===== src/hw/rtl/bq_pkg.sv =====
package bq_pkg;

   // Coefficient format is fixed by the register map: 24-bit signed
   localparam int COEF_BITS      = 24;
   localparam int STATE_BITS     = 32;
   localparam int NUM_COEFS      = 5;
   localparam int CSR_INDEX_BITS = 3;

   // Register indexes of the coefficient bank
   localparam logic [CSR_INDEX_BITS-1:0] IDX_B0 = 3'd0;
   localparam logic [CSR_INDEX_BITS-1:0] IDX_B1 = 3'd1;
   localparam logic [CSR_INDEX_BITS-1:0] IDX_B2 = 3'd2;
   localparam logic [CSR_INDEX_BITS-1:0] IDX_A1 = 3'd3;
   localparam logic [CSR_INDEX_BITS-1:0] IDX_A2 = 3'd4;

   // Operand pair fed to the shared multiplier
   typedef enum logic [2:0] {
      MUL_B0_X = 3'd0,
      MUL_B1_X = 3'd1,
      MUL_A1_Y = 3'd2,
      MUL_B2_X = 3'd3,
      MUL_A2_Y = 3'd4
   } mul_sel_type;

   // Controller to datapath commands
   typedef struct packed {
      logic        load_x;
      logic        mul_en;
      mul_sel_type mul_sel;
      logic        acc_load;
      logic        y_load;
      logic        d1_load;
      logic        d2_load;
      logic        out_load;
   } dp_cmd_type;

   // Coefficient register write
   typedef struct packed {
      logic                      we;
      logic [CSR_INDEX_BITS-1:0] index;
      logic [COEF_BITS-1:0]      data;
   } csr_write_type;

endpackage


===== src/hw/rtl/biquad_tdf2_filter.sv =====
// Biquad section, transposed direct form II, one shared multiplier.
// rsp_valid is registered and rises after an accepted word has walked P0, Y, P3, D1, P4 and D2.
// A new word is accepted only in idle, once the last one is done (five products through one multiplier).
// A stalled result holds the filter in its last step until the word is taken.
// Reset (sync, active high) clears coefficients, both delays and rsp_valid.
module biquad_tdf2_filter #(
   parameter int SAMPLE_BITS    = 24,
   parameter int COEF_FRAC_BITS = 20
) (
   input  logic                              clock,
   input  logic                              reset,
   // sample input
   input  logic                              req_valid,
   output logic                              req_stall,
   input  logic [SAMPLE_BITS-1:0]            req_sample_in,
   // filtered output
   output logic                              rsp_valid,
   input  logic                              rsp_stall,
   output logic [SAMPLE_BITS-1:0]            rsp_sample_out,
   // coefficient writes
   input  logic                              csr_valid,
   output logic                              csr_ready,
   input  logic [bq_pkg::CSR_INDEX_BITS-1:0] csr_index,
   input  logic [bq_pkg::COEF_BITS-1:0]      csr_data
);

   // Per word the controller walks:
   //   P0: prod = b0*x
   //   Y : y = sat(rnd(prod) + d1), prod = b1*x
   //   P3: acc = b1*x, prod = a1*y
   //   D1: d1 = sat32(rnd(acc - prod) + d2), prod = b2*x
   //   P4: acc = b2*x, prod = a2*y
   //   D2: d2 = sat32(rnd(acc - prod)), result word loaded
   // d1 is read in Y before it is rewritten in D1, and old d2 is read in D1
   // before D2 overwrites it, so no shadow copies of the state are needed.

   bq_pkg::dp_cmd_type    cmd;
   bq_pkg::csr_write_type csr_wr;

   // the user must change coefficients only while idle; the block does not enforce it, and writes are always taken
   assign csr_ready    = 1'b1;
   assign csr_wr.we    = csr_valid && csr_ready;
   assign csr_wr.index = csr_index;
   assign csr_wr.data  = csr_data;

   bq_ctrl u_ctrl (
      .clock     (clock),
      .reset     (reset),
      .req_valid (req_valid),
      .req_stall (req_stall),
      .rsp_valid (rsp_valid),
      .rsp_stall (rsp_stall),
      .cmd       (cmd)
   );

   bq_datapath #(
      .SAMPLE_BITS    (SAMPLE_BITS),
      .COEF_FRAC_BITS (COEF_FRAC_BITS)
   ) u_datapath (
      .clock          (clock),
      .reset          (reset),
      .cmd            (cmd),
      .csr_wr         (csr_wr),
      .req_sample_in  (req_sample_in),
      .rsp_sample_out (rsp_sample_out)
   );

endmodule


===== src/hw/rtl/bq_datapath.sv =====
module bq_datapath #(
   parameter int SAMPLE_BITS    = 24,
   parameter int COEF_FRAC_BITS = 20
) (
   input  logic                       clock,
   input  logic                       reset,
   input  bq_pkg::dp_cmd_type         cmd,
   input  bq_pkg::csr_write_type      csr_wr,
   input  logic [SAMPLE_BITS-1:0]     req_sample_in,
   output logic [SAMPLE_BITS-1:0]     rsp_sample_out
);

   localparam int PROD_W = bq_pkg::COEF_BITS + SAMPLE_BITS;
   localparam int ACC_W  = PROD_W + 2;
   localparam int SUM_W  = ACC_W + 1;
   localparam int SB     = SAMPLE_BITS;
   localparam int ST     = bq_pkg::STATE_BITS;
   localparam logic signed [ACC_W-1:0] RND_HALF = ACC_W'(1) << (COEF_FRAC_BITS - 1);

   logic signed [bq_pkg::COEF_BITS-1:0] b0_ff, b1_ff, b2_ff, a1_ff, a2_ff;
   logic signed [SB-1:0]     x_ff, y_ff, out_ff;
   logic signed [PROD_W-1:0] prod_ff, prod_in, acc_ff;
   logic signed [ST-1:0]     d1_ff, d2_ff;

   logic signed [bq_pkg::COEF_BITS-1:0] coef_sel;
   logic signed [SB-1:0]     op_sel;
   logic signed [ACC_W-1:0]  prod_ext, diff, rnd_y_pre, rnd_d_pre, rnd_y, rnd_d;
   logic signed [SUM_W-1:0]  sum_y, sum_d1, sum_d2;
   logic signed [SB-1:0]     y_in;
   logic signed [ST-1:0]     d1_in, d2_in;

   function automatic logic [SB-1:0] sat_sample(input logic [SUM_W-1:0] v);
      logic [SUM_W-SB:0] upper;
      upper = v[SUM_W-1:SB-1];
      if ((&upper) || !(|upper))
         return v[SB-1:0];
      return v[SUM_W-1] ? {1'b1, {(SB-1){1'b0}}} : {1'b0, {(SB-1){1'b1}}};
   endfunction

   function automatic logic [ST-1:0] sat_state(input logic [SUM_W-1:0] v);
      logic [SUM_W-ST:0] upper;
      upper = v[SUM_W-1:ST-1];
      if ((&upper) || !(|upper))
         return v[ST-1:0];
      return v[SUM_W-1] ? {1'b1, {(ST-1){1'b0}}} : {1'b0, {(ST-1){1'b1}}};
   endfunction

   // shared multiplier operand select
   always_comb begin
      coef_sel = b0_ff;
      op_sel   = x_ff;
      case (cmd.mul_sel)
         bq_pkg::MUL_B0_X: begin coef_sel = b0_ff; op_sel = x_ff; end
         bq_pkg::MUL_B1_X: begin coef_sel = b1_ff; op_sel = x_ff; end
         bq_pkg::MUL_A1_Y: begin coef_sel = a1_ff; op_sel = y_ff; end
         bq_pkg::MUL_B2_X: begin coef_sel = b2_ff; op_sel = x_ff; end
         bq_pkg::MUL_A2_Y: begin coef_sel = a2_ff; op_sel = y_ff; end
         default:          begin coef_sel = b0_ff; op_sel = x_ff; end
      endcase
   end

   assign prod_in = coef_sel * op_sel;

   // rounding: add half an LSB, then arithmetic shift
   always_comb begin
      prod_ext  = {{(ACC_W-PROD_W){prod_ff[PROD_W-1]}}, prod_ff};
      diff      = {{(ACC_W-PROD_W){acc_ff[PROD_W-1]}}, acc_ff} - prod_ext;
      rnd_y_pre = prod_ext + RND_HALF;
      rnd_d_pre = diff + RND_HALF;
      rnd_y     = rnd_y_pre >>> COEF_FRAC_BITS;
      rnd_d     = rnd_d_pre >>> COEF_FRAC_BITS;
      sum_y     = {rnd_y[ACC_W-1], rnd_y} + {{(SUM_W-ST){d1_ff[ST-1]}}, d1_ff};
      sum_d1    = {rnd_d[ACC_W-1], rnd_d} + {{(SUM_W-ST){d2_ff[ST-1]}}, d2_ff};
      sum_d2    = {rnd_d[ACC_W-1], rnd_d};
      y_in      = sat_sample(sum_y);
      d1_in     = sat_state(sum_d1);
      d2_in     = sat_state(sum_d2);
   end

   always_ff @(posedge clock) begin
      if (reset) begin
         b0_ff <= '0;
         b1_ff <= '0;
         b2_ff <= '0;
         a1_ff <= '0;
         a2_ff <= '0;
      end else if (csr_wr.we) begin
         unique case (csr_wr.index)
            bq_pkg::IDX_B0: b0_ff <= csr_wr.data;
            bq_pkg::IDX_B1: b1_ff <= csr_wr.data;
            bq_pkg::IDX_B2: b2_ff <= csr_wr.data;
            bq_pkg::IDX_A1: a1_ff <= csr_wr.data;
            bq_pkg::IDX_A2: a2_ff <= csr_wr.data;
            default: ;
         endcase
      end
   end

   always_ff @(posedge clock) begin
      if (reset) begin
         d1_ff <= '0;
         d2_ff <= '0;
      end else begin
         if (cmd.d1_load) d1_ff <= d1_in;
         if (cmd.d2_load) d2_ff <= d2_in;
      end
   end

   always_ff @(posedge clock) begin
      if (cmd.load_x)   x_ff    <= req_sample_in;
      if (cmd.mul_en)   prod_ff <= prod_in;
      if (cmd.acc_load) acc_ff  <= prod_ff;
      if (cmd.y_load)   y_ff    <= y_in;
      if (cmd.out_load) out_ff  <= y_ff;
   end

   assign rsp_sample_out = out_ff;

endmodule


===== src/hw/rtl/bq_ctrl.sv =====
module bq_ctrl (
   input  logic               clock,
   input  logic               reset,
   input  logic               req_valid,
   output logic               req_stall,
   output logic               rsp_valid,
   input  logic               rsp_stall,
   output bq_pkg::dp_cmd_type cmd
);

   typedef enum logic [6:0] {
      ST_IDLE = 7'b0000001,
      ST_P0   = 7'b0000010,
      ST_Y    = 7'b0000100,
      ST_P3   = 7'b0001000,
      ST_D1   = 7'b0010000,
      ST_P4   = 7'b0100000,
      ST_D2   = 7'b1000000
   } state_type;

   state_type state_ff, state_in;
   logic      rsp_valid_ff, rsp_valid_in;
   logic      accept, out_free;

   assign req_stall = (state_ff != ST_IDLE);
   assign accept    = req_valid && !req_stall;
   assign out_free  = !rsp_valid_ff || !rsp_stall;
   assign rsp_valid = rsp_valid_ff;

   always_comb begin
      state_in     = state_ff;
      rsp_valid_in = rsp_valid_ff && rsp_stall;
      cmd          = '0;
      cmd.mul_sel  = bq_pkg::MUL_B0_X;
      unique case (state_ff)
         ST_IDLE: begin
            cmd.load_x = accept;
            if (accept) state_in = ST_P0;
         end
         ST_P0: begin
            cmd.mul_en  = 1'b1;
            cmd.mul_sel = bq_pkg::MUL_B0_X;
            state_in    = ST_Y;
         end
         ST_Y: begin
            cmd.y_load  = 1'b1;
            cmd.mul_en  = 1'b1;
            cmd.mul_sel = bq_pkg::MUL_B1_X;
            state_in    = ST_P3;
         end
         ST_P3: begin
            cmd.acc_load = 1'b1;
            cmd.mul_en   = 1'b1;
            cmd.mul_sel  = bq_pkg::MUL_A1_Y;
            state_in     = ST_D1;
         end
         ST_D1: begin
            cmd.d1_load = 1'b1;
            cmd.mul_en  = 1'b1;
            cmd.mul_sel = bq_pkg::MUL_B2_X;
            state_in    = ST_P4;
         end
         ST_P4: begin
            cmd.acc_load = 1'b1;
            cmd.mul_en   = 1'b1;
            cmd.mul_sel  = bq_pkg::MUL_A2_Y;
            state_in     = ST_D2;
         end
         ST_D2: begin
            if (out_free) begin
               cmd.d2_load  = 1'b1;
               cmd.out_load = 1'b1;
               rsp_valid_in = 1'b1;
               state_in     = ST_IDLE;
            end
         end
         default: state_in = ST_IDLE;
      endcase
   end

   always_ff @(posedge clock) begin
      if (reset) begin
         state_ff     <= ST_IDLE;
         rsp_valid_ff <= 1'b0;
      end else begin
         state_ff     <= state_in;
         rsp_valid_ff <= rsp_valid_in;
      end
   end

   a_sched_len: assert property (@(posedge clock) disable iff (reset)
      accept |-> ##6 (state_ff == ST_D2))
      else $error("item did not reach the final step on schedule");

   a_no_overwrite: assert property (@(posedge clock) disable iff (reset)
      cmd.out_load |-> !(rsp_valid_ff && rsp_stall))
      else $error("output word overwritten before it was taken");

   a_valid_source: assert property (@(posedge clock) disable iff (reset)
      $rose(rsp_valid_ff) |-> $past(state_ff == ST_D2))
      else $error("result valid raised outside the final step");

   a_d2_with_out: assert property (@(posedge clock) disable iff (reset)
      cmd.d2_load |-> (cmd.out_load && state_ff == ST_D2))
      else $error("second delay updated without retiring the word");

endmodule

===== config.mk =====
export PLATFORM = sky130hd
export DESIGN_NAME = biquad_tdf2_filter
export DESIGN_NICKNAME = d
export VERILOG_FILES = /design/src/hw/rtl/bq_pkg.sv /design/src/hw/rtl/biquad_tdf2_filter.sv /design/src/hw/rtl/bq_datapath.sv /design/src/hw/rtl/bq_ctrl.sv
export SDC_FILE = /design/constraint.sdc
export NUM_CORES = 2
export LEC_CHECK = 0
export ABC_AREA = 1
export BUFFER_PORTS_ARGS = -buffer_cell sky130_fd_sc_hd__buf_2
export CORE_MARGIN = 2
export CORE_UTILIZATION = 40
export DETAILED_ROUTE_END_ITERATION = 16
export HOLD_SLACK_MARGIN = 0.05
export PLACE_DENSITY = 0.59
export SLEW_MARGIN = 20
export SYNTH_ARGS = -nofsm -noshare
export SYNTH_HDL_FRONTEND = slang
export SYNTH_SLANG_ARGS = --single-unit

===== constraint.sdc =====
create_clock -name clock -period 9.75 [get_ports clock]
set_input_delay 1.4625 -clock clock [delete_from_list [all_inputs] [get_ports clock]]
set_output_delay 1.4625 -clock clock [all_outputs]
set_load 0.01 [all_outputs]

==> flow_summary_export.csv <==
group,metric,value,unit
hold_path,hp-start,"u_datapath.prod_ff[12]",
global_route,grt_pass1_wl,217800,microns
setup_path,reg2regPathDepth,31,
setup_path,cp-start-kind,"register",
yosys,synth_area_leader_cell,"fa_1",
power_and_ir_drop,vdd_drop_max,0.1187,mV
yosys,syn_area_per_cell,7.860,sq um
timing,fin_tns_setup,0,ns
hold_path,min_path_cells,0,
yosys,synth_top_cell_area_share,28.42,%
floorplanning,rows,120,
yosys,synth_warnings,0,
placement,io_buffers,81,
floorplanning,die-height,331.5,microns
timing,min_period_over_period,93.19,%
final_layout,nFillCells,10890,
cts,htree_num_levels,2,
final_layout,fin_cells,6932,
final_layout,n_antenna_cell,0,
setup_path,reg2reg_slack,0.66,ns
timing,drv_slew,0,
cts,cts_tree,"yes",
flow_run,cap_violations,0,
global_route,grt_max_degree,123,
routing,drt_iter0_drc,2861,
routing,drtAntennaViolNets,0,
yosys,syn_inst,5458,
timing,max_freq,110.1,MHz
setup_path,r2r_end,"u_datapath.prod_ff[40]",
routing,routedWlPerCell,20.47,microns
yosys,synth.distinct_cells,52,
timing,hold_ws,0.4461,ns
yosys,synthMuxAreaShare,0,%
cts,clock_path_buffers,3,
floorplanning,die_area,0.1099,sq mm
timing,relSlewSlack,27.84,%
power_and_ir_drop,power,0.007238,W
cts,clkSlewWorstSetupHoldPaths,0.06,ns
timing,setup_slack,0.6641,ns
yosys,synth_adder_area_share,36.88,%
placement,dpl.hpwl,115900,microns
cts,holdBufCountCts,0,
final_layout,layout.nets,6451,
setup_path,path_class,"register to register",
setup_path,critPathSlowestCell,"buf_4",
floorplanning,core,0.1068,sq mm
power_and_ir_drop,internal_power,0.003962,W
global_route,antenna_found_initial,5,
final_layout,synthToLayoutAreaGrowth,7.781,%
routing,routed_wl,141900,microns
setup_path,cp_max_fo,60,
floorplanning,die_x,331.5,microns
yosys,synth_seq_cells,357,
timing,worst_pin_slew,1.082,ns
placement,dpl.cell_count,6854,
yosys,synthArstFlopShare,0,%
power_and_ir_drop,pwr-share-clk,21.6,%
cts,clk_latency,0.59,ns
timing,skew,0.02161,ns
power_and_ir_drop,total_leakage_power,23.16,nW
global_route,grt_overflow,0,
cts,cts.sinks,357,
routing,viasPerCell,5.122,
global_route,grt_pass1_vias,35910,
power_and_ir_drop,power.switching,0.003276,W
final_layout,multi_input_area,0.02907,sq mm
yosys,synth_area_leaders,"fa_1 (28%), edfxtp_1 (12%), inv_1 (9.6%)",
power_and_ir_drop,powerDensity,156.5,mW/mm^2
yosys,synth_flop_cell,"dfxtp_1",
yosys,synth_area,0.04290,sq mm
power_and_ir_drop,p_seq_share,24.6,%
timing,rsz0062_at_grt,"no",
setup_path,cp-end-kind,"register",
global_route,gr-usage-all-layers,25.88,%
timing,period_needed,9.086,ns
placement,place_ws,0.7990,ns
cts,postCtsSetupRepairBufs,0,
yosys,synth_top_family_by_area,"adder cells",
power_and_ir_drop,comb_power_share,53.8,%
floorplanning,io_pins,83,
setup_path,max_stage_delay,0.64,ns
yosys,synthSimpleGateAreaFrac,19.49,%
hold_path,holdPathEnd,"u_datapath.acc_ff[12]",
placement,place.gp.congestion,0.9556,
setup_path,cp_data_arrival_time,9.41,ns
timing,finalHoldViolCount,0,
floorplanning,start_util,40.19,%
routing,drt_pass1_iterations,6,
final_layout,ff_latch_area,0.008828,sq mm
cts,cts-resized-gates,0,
cts,clock-root-buffer,"clkbuf_16",
final_layout,drive_gt1_share,5.625,%
yosys,ys_seq_area_share,20.58,%
hold_path,hold_class,"register to register",
setup_path,cp_common_cell,"fa_1",
routing,vias,35500,
routing,drc,0,
yosys,synth_xor_area_share,2.899,%
setup_path,cp.required,10.07,ns
status,status,"finished clean",
yosys,synth_edf_count,168,
yosys,synth_fp_nets,6413,
setup_path,r2r-start,"u_ctrl.state_ff[2]",
yosys,synth_compound_area_share,8.353,%
power_and_ir_drop,p_sw_share,45.25,%
cts,cts_buffers,43,
timing,finalSetupViolations,0,
[state kept, by name, summed over array words and instances (netlist names)]
register and count:
u_datapath.acc_ff 48, u_datapath.prod_ff 48, u_datapath.d1_ff 31, u_datapath.d2_ff 30
u_datapath.a1_ff 24, u_datapath.a2_ff 24, u_datapath.b0_ff 24, u_datapath.b1_ff 24
u_datapath.b2_ff 24, u_datapath.rsp_sample_out 24, u_datapath.x_ff 24, u_datapath.y_ff 24
u_ctrl.state_ff 7, u_ctrl.rsp_valid 1
[metrics by stage]
stage          cell area [sq um]  utilization (%)
2_1_floorplan              42900                -
3_3_place_gp               44880            42.04
3_5_place_dp               44880            42.04
4_1_cts                    46230            43.31
5_1_grt                    46240            43.31
6_report                   46240            43.31
[logic make-up (layout without fill, tap and decap cells)]
group | count (synthesis) | count (layout)
AOI/OAI and AO/OA | 643 | 643
xor gates and xnor gates | 142 | 142
adders and majority gates | 899 | 899
buffers and inverters | 1303 | 1374
DFF | 357 | 357
other | 1 | 1
and+or+nand+nor | 2113 | 2113
[how the worst max path moves through the flow]
stage                            start                      to  cells past startpoint
CTS                 u_ctrl.state_ff[4]  u_datapath.prod_ff[42]                     31
finish              u_ctrl.state_ff[2]  u_datapath.prod_ff[40]                     31
global placement    u_ctrl.state_ff[2]  u_datapath.prod_ff[40]                     31
floorplan           u_ctrl.state_ff[4]  u_datapath.prod_ff[45]                     33
global route        u_ctrl.state_ff[2]  u_datapath.prod_ff[33]                     33
detailed placement  u_ctrl.state_ff[4]  u_datapath.prod_ff[42]                     31
[layout make-up]
type / instances / area share [%]
multi-input combinational: 3798 / 62.87
sequential: 357 / 19.09
inverter: 1145 / 9.303
tap: 1403 / 3.797
clock buffer: 56 / 2.541
timing repair buffer: 151 / 2.013
clock inverter: 22 / 0.3815
[layer usage]
metal,up-vias,part of all wire [%],global-route usage (%)
met1,17380,43,34.81
met5,-,0.032,0
met3,212,7.1,4.157
met4,6,2.9,6.840
li1,16700,-,-
met2,1202,47,43.33
[Yosys cell counts, drive strengths merged (12+ instances only)]
master,number
dfxtp,189
inv,1145
fa,609
a21oi,209
a21boi,12
nand3,120
a21o,23
xor2,107
o21ai,317
nor3,43
nand2,1019
clkbuf,53
ha,290
edfxtp,168
xnor2,35
a221oi,13
o21bai,18
nor2,864
buf,105
a31oi,21
nand4,37
[power groups by stage]
stage               Combinational, W  Clock (W)  Sequential, W
detailed placement           0.00386          0        0.00182
floorplan                    0.00260          0        0.00180
CTS                          0.00389    0.00161        0.00178
global route                 0.00431    0.00166        0.00179
finish                       0.00389    0.00156        0.00178
global placement             0.00386          0        0.00181
[cells in the final DEF (no fill, tap or decap), types with 44 or more instances in the layout]
cell type  instances
buf_4             70
fa_1             609
xor2_1           107
dfxtp_1          189
o21ai_0          277
buf_2             81
nand3_1          119
edfxtp_1         168
ha_1             290
nand2_1         1017
a21oi_1          209
inv_1           1099
nor2_1           852
inv_2             44
[critical path, delay by kind of cell (launching register included)]
family,cells,cell delay (ns)
adder cells (fa/ha/maj),8,4.10
AO/OA/AOI/OAI,4,1.03
XOR/XNOR,1,0.19
AND/OR/NAND/NOR,10,1.41
buffers and inverters,8,1.72
flip-flops,1,0.32
(Power assumes the default switching activity.)
